==> src/rtl/dtf_pkg.sv <==
`default_nettype none
// ----------------------------------------------------------------------------
// dtf_pkg
// Shared types, widths and helpers of the depth-tested triangle fill unit.
// ----------------------------------------------------------------------------
package dtf_pkg;

  localparam int SCREEN_WIDTH_DEF  = 128;
  localparam int SCREEN_HEIGHT_DEF = 128;

  localparam int OP_W        = 2;
  localparam int CRD_W       = 12;
  localparam int VW_W        = 32;
  localparam int COL_W       = 32;
  localparam int INV_W       = 32;
  localparam int PW_W        = 15;
  localparam int VERT_STRIDE = 2 * CRD_W + VW_W;
  localparam int FILL_LSB    = 3 * VERT_STRIDE;
  localparam int S_TDATA_W   = FILL_LSB + COL_W;
  localparam int M_TDATA_W   = 80;

  localparam int DIFF_W  = CRD_W + 1;
  localparam int SLOPE_W = 29;
  localparam int SPAN_W  = 44;
  localparam int RND_W   = 28;
  localparam int AREA_W  = 27;
  localparam int GC_W    = 29;
  localparam int PROD_W  = 62;
  localparam int ACC_W   = 64;
  localparam int NUM_W   = 64;
  localparam int DEN_W   = 32;
  localparam int QUO_W   = 32;

  localparam logic [PW_W-1:0]  PW_MAX   = '1;
  localparam logic [NUM_W-1:0] INV_NUM  = NUM_W'(1) << 40;

  typedef enum logic [OP_W-1:0] {
    OP_DRAW  = 2'd0,
    OP_READ  = 2'd1,
    OP_CLEAR = 2'd2,
    OP_NOP   = 2'd3
  } opcode_t;

  typedef enum logic [4:0] {
    ST_SWEEP,
    ST_IDLE,
    ST_READ,
    ST_READ_DATA,
    ST_INV_GO,
    ST_INV_WAIT,
    ST_SORT,
    ST_AREA,
    ST_CHECK,
    ST_S2_WAIT,
    ST_HALF,
    ST_S1_WAIT,
    ST_ROW_XS,
    ST_ROW_XE,
    ST_ROW_SPAN,
    ST_PIX_BC,
    ST_PIX_AC,
    ST_PIX_GC,
    ST_PIX_M1,
    ST_PIX_M2,
    ST_PIX_SUM,
    ST_PIX_DIV,
    ST_PIX_WAIT,
    ST_PIX_NEXT,
    ST_ROW_END,
    ST_DONE
  } state_t;

  typedef struct packed {
    logic             start;
    logic [NUM_W-1:0] num;
    logic [DEN_W-1:0] den;
  } div_req_t;

  typedef struct packed {
    logic             done;
    logic [QUO_W-1:0] quot;
  } div_rsp_t;

  // Q28.16 to integer, half away from zero
  function automatic logic signed [RND_W-1:0] round_q16(input logic signed [SPAN_W-1:0] v);
    logic [SPAN_W-1:0] mag;
    logic [SPAN_W-1:0] r;
    mag = v[SPAN_W-1] ? SPAN_W'(-v) : SPAN_W'(v);
    r   = (mag + SPAN_W'(32768)) >> 16;
    return v[SPAN_W-1] ? -$signed(r[RND_W-1:0]) : $signed(r[RND_W-1:0]);
  endfunction

endpackage
`default_nettype wire

==> src/rtl/dtf_div.sv <==
`default_nettype none
// ----------------------------------------------------------------------------
// dtf_div
// Restoring unsigned divider, one quotient bit a cycle, 32-bit saturating
// quotient.
// ----------------------------------------------------------------------------
module dtf_div (
  input  wire logic              clk,
  input  wire logic              rst,
  input  wire dtf_pkg::div_req_t req,
  output dtf_pkg::div_rsp_t      rsp
);
  import dtf_pkg::*;

  logic             busy;
  logic             done;
  logic [4:0]       cnt;
  logic [NUM_W-1:0] rem;
  logic [NUM_W-1:0] dsh;
  logic [QUO_W-1:0] quot;
  logic             sat;

  // quotient does not fit in 32 bits (also catches a zero divisor)
  assign sat = req.num >= {req.den, 32'd0};

  always_ff @(posedge clk) begin
    if (rst) begin
      busy <= 1'b0;
      done <= 1'b0;
      cnt  <= '0;
    end else begin
      done <= 1'b0;
      if (req.start) begin
        cnt <= '0;
        if (sat) begin
          done <= 1'b1;
        end else begin
          busy <= 1'b1;
        end
      end else if (busy) begin
        cnt <= cnt + 5'd1;
        if (cnt == 5'd31) begin
          busy <= 1'b0;
          done <= 1'b1;
        end
      end
    end
  end

  always_ff @(posedge clk) begin
    if (req.start) begin
      rem  <= req.num;
      dsh  <= {1'b0, req.den, 31'd0};
      quot <= sat ? '1 : '0;
    end else if (busy) begin
      dsh <= dsh >> 1;
      if (rem >= dsh) begin
        rem  <= rem - dsh;
        quot <= {quot[QUO_W-2:0], 1'b1};
      end else begin
        quot <= {quot[QUO_W-2:0], 1'b0};
      end
    end
  end

  assign rsp.done = done;
  assign rsp.quot = quot;

endmodule
`default_nettype wire

==> config.mk <==
export PLATFORM = sky130hd
export DESIGN_NAME = dtf_div
export DESIGN_NICKNAME = d
export VERILOG_FILES = /design/src/rtl/dtf_pkg.sv /design/src/rtl/dtf_div.sv
export SDC_FILE = /design/constraint.sdc
export NUM_CORES = 1
export LEC_CHECK = 0
export ABC_AREA = 1
export ABC_CLOCK_PERIOD_IN_PS = 5600
export BUFFER_PORTS_ARGS = -buffer_cell sky130_fd_sc_hd__buf_2
export CORE_MARGIN = 2
export CORE_UTILIZATION = 50
export CTS_CLUSTER_SIZE = 40
export DETAILED_ROUTE_END_ITERATION = 12
export PLACE_DENSITY = 0.68
export SLEW_MARGIN = 30
export SYNTH_ARGS = -nofsm -noshare
export SYNTH_HDL_FRONTEND = slang
export SYNTH_SLANG_ARGS = --single-unit
==> constraint.sdc <==
create_clock -name clk -period 5.6 [get_ports clk]
set_clock_uncertainty 0.15 [all_clocks]
set_input_delay 1.12 -clock clk [delete_from_list [all_inputs] [get_ports clk]]
set_output_delay 1.12 -clock clk [all_outputs]
set_load 0.05 [all_outputs]
* Word-level counts from Yosys, hierarchy flattened
Cells that the tools add are included.
** Word-level totals
- Flip-flop bits (word level) :: 166
- Logic and storage cells :: 34
- Bits of input ports :: 99
** Cells by class
- Reductions and logical operators :: 4
- $lt $le $gt $ge :: 2
- Mux-type cells :: 17
- Equal/unequal tests :: 2
- Add/subtract/negate cells :: 2
** Operator list (number)
- $mux W64 :: 3
- $mux W63 :: 2
- $mux W32 :: 3
- $ge A64 B63 Y1 :: 1
- $ge A64 B64 Y1 :: 1
- $sub A64 B63 Y64 :: 1
- $mux W1 :: 9
- $add A5 B1 Y5 const B :: 1
- $eq A5 B5 Y1 const B :: 1
- $reduce_bool A2 Y1 :: 2
- $ne A2 B2 Y1 const B :: 1
- $reduce_and A2 Y1 :: 1
- $reduce_or A2 Y1 :: 1

* Depth between registers and ports, before layout
Gate-level depths: netlist of the first run.
- Depth after elaboration :: 4
- Depth in mapped cells :: 17
- Gate-level depth less buffers :: 17

* Worst setup path before layout of the first run
Ideal clock, no wire load.
- Path type :: register -> register
- Start :: register rem[0]
- End :: register rem[0], enable pin
- Required time :: 4.962 ns
- Path buffers :: 0
- Stages on the path, launching flop included :: 17
- Arrival time :: 4.292 ns
- Library setup time :: 0.488 ns
- Setup slack :: 0.671 ns
- Path through :: edfxtp_1 -> inv_1 -> ha_1 -> inv_1 -> fa_1 -> nand3_1 -> nand3_2 -> nand2_1 -> nand2_2 -> nand2_1 -> nand2_2 -> nand2_1 -> nand2_2 -> nand2_1 -> nand3_1 -> nor2_1 -> nor2_1
** On the way
- Word-level cells in the longest chain between the ends :: 3
** RTL lines
- from (decl) :: RTL line dtf_div.sv:18 : logic [NUM_W-1:0] rem;
- from (signal assigned) :: RTL line dtf_div.sv:52 : rem <= req.num;
- from (signal assigned) :: RTL line dtf_div.sv:58 : rem <= rem - dsh;
- $ge A64 B63 Y1 :: RTL line dtf_div.sv:57 : if (rem >= dsh) begin
- $reduce_bool A2 Y1 (no source line)
- $reduce_and A2 Y1 (no source line)
Every way passes these cells.
A chain may end at the register's enable or synchronous reset.

* Final worst setup path of the first run
- Start :: input req[29] in the netlist's numbering
- End :: register quot[30] (data pin)
** On the way
- Word-level cells in the longest chain between the ends :: 3
** RTL lines
- from (decl) :: RTL line dtf_div.sv:10 : input wire dtf_pkg::div_req_t req,
- $ge A64 B64 Y1 :: RTL line dtf_div.sv:24 : assign sat = req.num >= {req.den, 32'd0};
- $mux W32 :: RTL line dtf_div.sv:54 : quot <= sat ? '1 : '0;
- $mux W32 :: RTL line dtf_div.sv:51 : if (req.start) begin
- to (signal assigned) :: RTL line dtf_div.sv:54
- to (signal assigned) :: RTL line dtf_div.sv:59 : quot <= {quot[QUO_W-2:0], 1'b1};
- to (signal assigned) :: RTL line dtf_div.sv:61 : quot <= {quot[QUO_W-2:0], 1'b0};
- to (decl) :: RTL line dtf_div.sv:20 : logic [QUO_W-1:0] quot;
Every way passes these cells.

==> results.yml, run 1 <==
run_status:
  status: "completed"
power:
  cellLeakagePower_nw: 8.145
  ir_drop_mv: 0.1936
  power_density_nw_per_um2: 362.2
worst_setup_path:
  worstPathRequired_ns: 5.62
  end_kind: "flip-flop"
  cp.arrival_ns: 3.38
  worst-setup-path-type: "in2reg"
  path_max_fanout: 33
  start_kind: "input pin"
clock_network:
  clk_latency_ns: 0.45
  cts_root_buffer: "clkbuf_16"
  cts_resized: 0
  cts.sinks: 166
  cts_buffers: 17
  clk_pin_slew_ns: 0.07
  cts_max_path_buffers: 2
  cts_tree: "built"
  post-cts-setup-buffers: 0
  htree_levels: 4
  postCtsHoldBufs: 0
global_route:
  groute.usage.overall_pct: 27.88
  grt_antenna_before_repair: 0
  grt_first_pass_wirelength_um: 61600
  grt-ovfl-total: 0
  grt_max_degree: 96
  first_global_vias: 12230
detailed_routing:
  vias_per_cell: 5.062
  drtIter0Drc: 928
  routed_wl_um: 38280
  wl_per_cell_um: 15.33
  drc_errors: 0
  drt_pass1_iterations: 5
  ant_nets: 0
  vias: 12640
die:
  die_w_um: 167.7
  rows: 59
  pin_count: 132
  die_h_um: 167.7
  start_util_pct: 51.16
  core_um2: 26210
  dieArea_um2: 28140
layout:
  final_cell_mix: "nand2_1, inv_1, buf_2, edfxtp_1, nor2_1"
  diodes: 0
  nets: 2346
  drive_above_1_share_pct: 11.70
  final_common_cell: "nand2_1"
  area.growth.synth_to_final_pct: 11.79
place:
  port_buffers: 131
  dp_hpwl_um: 30640
  gp_congestion: 0.9936
sta:
  relSlewSlack_pct: 44.98
  maxSlewViolCount: 0
  worst_pin_slew_ns: 0.8253
  finalSetupViolations: 0
  setup_tns_ns: 0
  rsz0062_at_grt: "no"
  fmax_mhz: 297.2
  hold_viol: 0
  hold_ws_ns: 0.3320
  fin_crit_sh_pct: 60.08
  post-route-min-period_ns: 3.364
synthesis:
  synth_area_um2: 13410
  synth_top_area_share_pct: 28.67
  yosys_warnings: 0
  synth_cell_types: 37
  avgSynthCellArea_um2: 6.611
  seq_area_frac_synth_pct: 34.34
  synthCells: 2028
  synth_seq_cells: 166
  yosys-top-cells-area: "edfxtp_1, nand2_1, inv_1, ha_1, dfxtp_1"
  synth_nets: 2225
  synth_area_leader_cell: "edfxtp_1"
min_path:
  min_path_type: "reg2reg"
run:
  drv_cap: 0
## synthesized netlist by cell type, drive strengths merged
| cell type | count |
|---|---|
| fa | 1 |
| clkbuf | 25 |
| edfxtp | 128 |
| nor3 | 29 |
| nor4 | 6 |
| o21bai | 2 |
| nand3 | 94 |
| a21oi | 66 |
| nand2 | 804 |
| a31oi | 1 |
| nand4 | 13 |
| ha | 97 |
| dfxtp | 38 |
| o22ai | 60 |
| inv | 435 |
| nand3b | 7 |
| xor2 | 1 |
| o21ai | 39 |
| buf | 10 |
| o21a | 2 |
| or2 | 7 |
| xnor2 | 24 |
| a21boi | 1 |
| nor2 | 138 |
## metrics by stage
stage          cell area (µm²)  util (%)  total power, mW  cells  setup slack (ns)
4_1_cts                  14980     57.17            5.423   2497             2.335
3_5_place_dp             14400     54.96            4.219   2465             1.863
2_1_floorplan            13410         -            3.520   2028            0.6705
3_3_place_gp             14370     54.84            4.172   2464             1.896
5_1_grt                  14990     57.19            5.822   2497             2.059
6_report                 14990     57.19            5.429   2497             2.236
## per-layer routing
| layer | part of all wire, % | wire (µm) | GRT usage [%] | up-vias |
|---|---|---|---|---|
| met1 | 44 | 17020 | 35.61 | 5733 |
| met5 | 0 | 0 | 0 | - |
| li1 | - | - | - | 6540 |
| met3 | 4.6 | 1763 | 3.734 | 58 |
| met4 | 2.6 | 988 | 8.809 | 0 |
| met2 | 48 | 18510 | 48.94 | 310 |
## registers in the layout, summed over array words and instances (netlist names)
register	flops
rem	64
dsh	63
done	1
cnt	5
quot	32
busy	1
## worst max-delay path, stage by stage
cell and delay [ns]:
buf_2 0.08, inv_1 0.05, ha_1 0.31, a21oi_1 0.13, nor2_1 0.05, nor3_1 0.31
nand2_1 0.15, a21oi_1 0.42, nand3_1 0.18, nand2_2 0.47, nand2_1 0.11
## cell type report
cell class                 count  area, µm²
multi-input combinational   1392       7007
fill                        2651      11220
tap                          335      419.2
inverter                     435       1637
clock buffer                  19      454.2
sequential                   166       4604
clock inverter                13      126.4
timing repair buffer         137      739.5
## report_power, final
group | total [mW] | internal [mW] | switching, mW
Sequential | 1.63 | 1.57 | 0.0641
Clock | 1.21 | 0.619 | 0.592
Combinational | 2.59 | 0.814 | 1.77
Total | 5.43 | 3.00 | 2.43
## worst paths after layout
path | from | to | slack, ns | cells after the start
max | req[29] | quot[30] | 2.24 | 11
min | dsh[0] | dsh[0] | 0.33 | 2
max reg2reg | rem[0] | rem[30] | 2.44 | 17
min reg2reg | dsh[0] | dsh[0] | 0.33 | 2
## logic make-up (layout without fill, tap and decap cells)
family | Yosys count | after routing | share of synthesized area [%]
and+or+nand+nor | 1098 | 1098 | 34.33
buffers and inverters | 470 | 604 | 13.45
AOI/OAI and AO/OA | 171 | 171 | 7.046
DFF | 166 | 166 | 34.34
adders and majority gates | 98 | 98 | 9.202
xor gates and xnor gates | 25 | 25 | 1.633
(Power assumes the default switching activity.)
==> run 2, diff against run 1 <==
--- a/config.mk
+++ b/config.mk
@@ -6,7 +6,7 @@
 export NUM_CORES = 1
 export LEC_CHECK = 0
 export ABC_AREA = 1
-export ABC_CLOCK_PERIOD_IN_PS = 5600
+export ABC_CLOCK_PERIOD_IN_PS = 3500
 export BUFFER_PORTS_ARGS = -buffer_cell sky130_fd_sc_hd__buf_2
 export CORE_MARGIN = 2
 export CORE_UTILIZATION = 50
==> constraint.sdc (replaced) <==
create_clock -name clk -period 3.5 [get_ports clk]
set_clock_uncertainty 0.15 [all_clocks]
set_input_delay 0.7 -clock clk [delete_from_list [all_inputs] [get_ports clk]]
set_output_delay 0.7 -clock clk [all_outputs]
set_load 0.05 [all_outputs]
==> run 2 against run 1 <==
  * Sequential power increased by 60%
  * Largest cell class unchanged
  * Register-to-register slack got worse by 2.2 ns
  * Hold slack lost 0.025 ns
  * Clock power increased by 64%
  * Via count is 1.3% higher
  * Routed wire length grew 7.5%
  * Setup slack worse by 2.0 ns
  * Largest power group unchanged
  * Die area did not move
  * Combinational power increased by 66%
  * First-iteration DRC count increased by 0.97%
==> results.yml, run 2 (same netlist as run 1, synthesis figures left out) <==
run_status:
  status: "completed"
layout:
  regMostFlops: "rem"
  top_regs: "rem x64, dsh x63, quot x32"
  nets: 2368
  stdcell_count: 2519
  drive_above_1_share_pct: 12.64
  final_common_cell: "nand2_1"
  diodes: 0
  final_cell_mix: "nand2_1, inv_1, buf_2, edfxtp_1, nor2_1"
  largest_register_ffs: 64
  area.growth.synth_to_final_pct: 13.24
  postLayoutCellArea_um2: 15180
  n_fill_cell: 2602
die:
  pin_count: 132
  die_h_um: 167.7
  dieArea_um2: 28140
  rows: 59
  start_util_pct: 51.16
  core_um2: 26210
  die_w_um: 167.7
sta:
  finalSetupViolations: 0
  fin_crit_sh_pct: 93.32
  rsz0062_at_grt: "no"
  worst_pin_slew_ns: 0.7493
  relSlewSlack_pct: 49.86
  post-route-min-period_ns: 3.266
  hold_viol: 0
  maxSlewViolCount: 0
  fmax_mhz: 306.2
  hold_ws_ns: 0.3065
detailed_routing:
  met3_length_um: 1774
  routed_wl_um: 41150
  drc_errors: 0
  drt_pass1_iterations: 8
  maxUsedRoutingLayer: "met4"
  vias: 12810
  ant_nets: 0
  wl_per_cell_um: 16.34
  drtIter0Drc: 937
  met1_length_um: 18780
  vias_per_cell: 5.085
  met2WireLength_um: 19480
place:
  port_buffers: 131
  gp_congestion: 0.9422
  dp_hpwl_um: 32870
  dpl_cell_area_um2: 14590
  dp_cells: 2486
run:
  drv_cap: 0
global_route:
  grt-ovfl-total: 0
  first_global_vias: 12600
  grt_antenna_before_repair: 0
  grt_first_pass_wirelength_um: 65780
  groute.usage.overall_pct: 30.06
  grt_max_degree: 95
power:
  p_int_mw: 4.887
  cellLeakagePower_nw: 8.257
  power_density_nw_per_um2: 584.5
  p_clk_share_pct: 22.3
  ir_drop_mv: 0.3065
  power_frac_seq_pct: 29.4
  switching_share_pct: 44.93
  power.switching_mw: 3.987
  power_mw: 8.874
  combinationalPowerShare_pct: 48.3
clock_network:
  postCtsHoldBufs: 0
  clk_pin_slew_ns: 0.08
  cts.sinks: 166
  clk_latency_ns: 0.45
  cts_tree: "built"
  cts_buffers: 17
  cts_root_buffer: "clkbuf_16"
  htree_levels: 4
  cts_max_path_buffers: 2
  post-cts-setup-buffers: 0
worst_setup_path:
  crit_start: "rem[9]"
  end_kind: "flip-flop"
  worst-setup-path-type: "reg2reg"
  worstPathRequired_ns: 3.48
  start_kind: "flip-flop"
  r2r_start: "rem[9]"
  path_max_fanout: 36
  cp.arrival_ns: 3.25
min_path:
  worstHoldStart: "rst"
  min_path_type: "in2reg"
==> run 2: final timing paths <==
check / endpoint / slack, ns / cells after the start
max reg2reg: rem[31] / 0.23 / 10
min: done / 0.31 / 2
min reg2reg: cnt[4] / 0.33 / 2
max: rem[31] / 0.23 / 10
==> run 2: metrics by stage <==
stage | setup TNS (ns) | util [%] | setup slack, ns
final | 0 | 57.93 | 0.2336
after detailed placement | -1.516 | 55.66 | -0.04919
after global routing | 0 | 57.93 | 0.03655
after global placement | -1.726 | 55.66 | -0.05526
after floorplan | 0 | - | 0.3831
after CTS | 0 | 57.90 | 0.1270
==> run 2: area by class of cell <==
| cell class | count | area [µm²] | share of cell area, % |
|---|---|---|---|
| multi-input cells | 1393 | 7020 | 46.24 |
| flip-flops and latches | 166 | 4604 | 30.33 |
| inverters | 435 | 1634 | 10.76 |
| repair buffers | 158 | 923.4 | 6.082 |
| clock buffers | 18 | 429.2 | 2.827 |
| well taps | 335 | 419.2 | 2.761 |
| clock inverters | 14 | 151.4 | 0.9972 |
==> run 2: power groups by stage <==
stage,sequential (mW),combinational (mW),clock [mW]
floorplan,2.82,2.81,0
global placement,2.64,4.20,0
detailed placement,2.65,4.24,0
CTS,2.61,4.27,1.98
global route,2.64,4.81,2.05
finish,2.61,4.29,1.98
==> run 2: critical path, cell delays in order, from the launching register on <==
cell and delay (ns):
edfxtp_1 0.39, ha_1 0.38, nand2_1 0.15, nor2_2 0.18, nand2_2 0.10, nor4_1 0.33
nand3_1 0.16, nand3_1 0.16, nor2_2 0.09, nor2_4 0.51, buf_12 0.29
==> run 2: routing by layer <==
layer / vias up / track usage [%]
li1: 6583 / -
met1: 5849 / 39.74
met2: 319 / 51.81
met3: 57 / 2.813
met4: 0 / 10.02
met5: - / 0
==> run 2: repair_timing <==
action / in CTS / in global routing
gates cloned: 1 / 0
resized for setup: 0 / 1
pin swaps: 1 / 0
endpoints found under the setup margin: 36 / 27
==> run 3, diff against run 2 <==
--- a/config.mk
+++ b/config.mk
@@ -17,3 +17,4 @@
 export SYNTH_ARGS = -nofsm -noshare
 export SYNTH_HDL_FRONTEND = slang
 export SYNTH_SLANG_ARGS = --single-unit
+export TNS_END_PERCENT = 30
==> constraint.sdc (replaced) <==
create_clock -name clk -period 3.5 [get_ports clk]
set_clock_uncertainty 0.15 [all_clocks]
set_input_delay 0.525 -clock clk [delete_from_list [all_inputs] [get_ports clk]]
set_output_delay 0.525 -clock clk [all_outputs]
set_load 0.05 [all_outputs]
==> run 3 against run 2 <==
  * Clock power grew 3%
  * Setup slack gained 0.052 ns
  * Register-to-register slack better by 0.05 ns
  * Combinational power fell by 3%
  * Global-route usage shrank 0.48 points
  * Cell area down 0.63%
  * Sequential power barely moved
  * Largest power group unchanged
  * Highest routed layer unchanged
==> results.yml, run 3 (same netlist as run 1, synthesis figures left out) <==
run_status:
  status: "completed"
clock_network:
  cts_buffers: 17
  cts_resized: 0
  post-cts-setup-buffers: 0
  htree_levels: 4
  cts_max_path_buffers: 2
  cts.sinks: 166
  postCtsHoldBufs: 0
  cts_root_buffer: "clkbuf_16"
  cts_tree: "built"
  clk_latency_ns: 0.45
  clk_pin_slew_ns: 0.08
worst_setup_path:
  start_kind: "flip-flop"
  worst-setup-path-type: "reg2reg"
  worstPathRequired_ns: 3.47
  cp.arrival_ns: 3.18
  end_kind: "flip-flop"
  path_max_fanout: 52
power:
  cellLeakagePower_nw: 8.190
  power_density_nw_per_um2: 585.5
  ir_drop_mv: 0.2791
layout:
  n_fill_cell: 2659
  nets: 2349
  largest_register_ffs: 64
  final_cell_mix: "nand2_1, inv_1, buf_2, edfxtp_1, nor2_1"
  top_regs: "rem x64, dsh x63, quot x32"
  regMostFlops: "rem"
  postLayoutCellArea_um2: 15090
  stdcell_count: 2500
  drive_above_1_share_pct: 11.87
  final_common_cell: "nand2_1"
  fin_util_pct: 57.57
  diodes: 0
  area.growth.synth_to_final_pct: 12.52
die:
  die_w_um: 167.7
  dieArea_um2: 28140
  pin_count: 132
  core_um2: 26210
  start_util_pct: 51.16
  rows: 59
  die_h_um: 167.7
sta:
  fmax_mhz: 311.1
  rsz0062_at_grt: "no"
  relSlewSlack_pct: 53.86
  maxSlewViolCount: 0
  post-route-min-period_ns: 3.215
  hold_viol: 0
  fin_crit_sh_pct: 91.85
  setup_tns_ns: 0
  worst_pin_slew_ns: 0.6921
  finalSetupViolations: 0
detailed_routing:
  vias_per_cell: 5.058
  drtIter0Drc: 890
  vias: 12650
  ant_nets: 0
  drt_pass1_iterations: 6
  routed_wl_um: 40880
  wl_per_cell_um: 16.35
  drc_errors: 0
place:
  gp_congestion: 0.9805
  dp_hpwl_um: 32880
  dpl_cell_area_um2: 14470
  port_buffers: 131
  dp_cells: 2468
global_route:
  first_global_vias: 12400
  groute.usage.overall_pct: 29.58
  grt_antenna_before_repair: 0
  grt_max_degree: 68
  grt-ovfl-total: 0
  grt_first_pass_wirelength_um: 64860
min_path:
  min_path_type: "in2reg"
run:
  drv_cap: 0
==> run 3: worst paths after layout <==
check        startpoint       to  slack, ns  cells past startpoint
min reg2reg     dsh[24]  dsh[23]       0.35                      2
min                 rst     done       0.12                      2
max reg2reg     rem[12]  rem[45]       0.29                     10
max             rem[12]  rem[45]       0.29                     10
==> run 3: critical path, stage by stage (launching register included) <==
cell	delay [ns]
edfxtp_1	0.38
ha_1	0.40
nand2_2	0.12
nor2_2	0.23
nand2_2	0.11
nor4_1	0.35
nand3_1	0.14
nand3_1	0.13
nor2_1	0.07
nor2_4	0.41
buf_12	0.38
==> run 3: cell type report <==
| cell class | instances | area [µm²] | share of cell area, % |
|---|---|---|---|
| Inverter | 435 | 1634 | 10.83 |
| Multi-Input combinational cell | 1392 | 7007 | 46.45 |
| Clock buffer | 18 | 439.2 | 2.911 |
| Timing Repair Buffer | 140 | 800.8 | 5.308 |
| Clock inverter | 14 | 181.4 | 1.203 |
| Sequential cell | 166 | 4604 | 30.52 |
| Tap cell | 335 | 419.2 | 2.778 |
==> run 3: report_power, final <==
part           leakage (nW)  internal [mW]  switching (mW)  total, mW
sequential             1.60           2.51           0.101       2.61
clock                 0.302           1.05           0.991       2.04
combinational          6.28           1.31            2.87       4.18
total                  8.19           4.87            3.97       8.83
==> run 3: layer usage <==
metal  up-vias  global-route usage (%)  wire length [µm]
met5         -                       0                 0
met4         0                   6.465               636
met3        42                   3.451              1521
met2       267                   53.13             20130
met1      5792                   38.23             18590
li1       6545                       -                 -
==> run 3: per-stage QoR <==
stage / power, mW / hold slack, ns / setup slack, ns
after detailed placement: 6.797 / 0.3215 / 0.2738
after floorplan: 5.627 / 0.2822 / 0.03980
after global placement: 6.763 / 0.3009 / 0.3560
final: 8.833 / 0.1216 / 0.2854
after CTS: 8.826 / 0.1203 / 0.2438
after global routing: 9.465 / 0.1209 / 0.01873
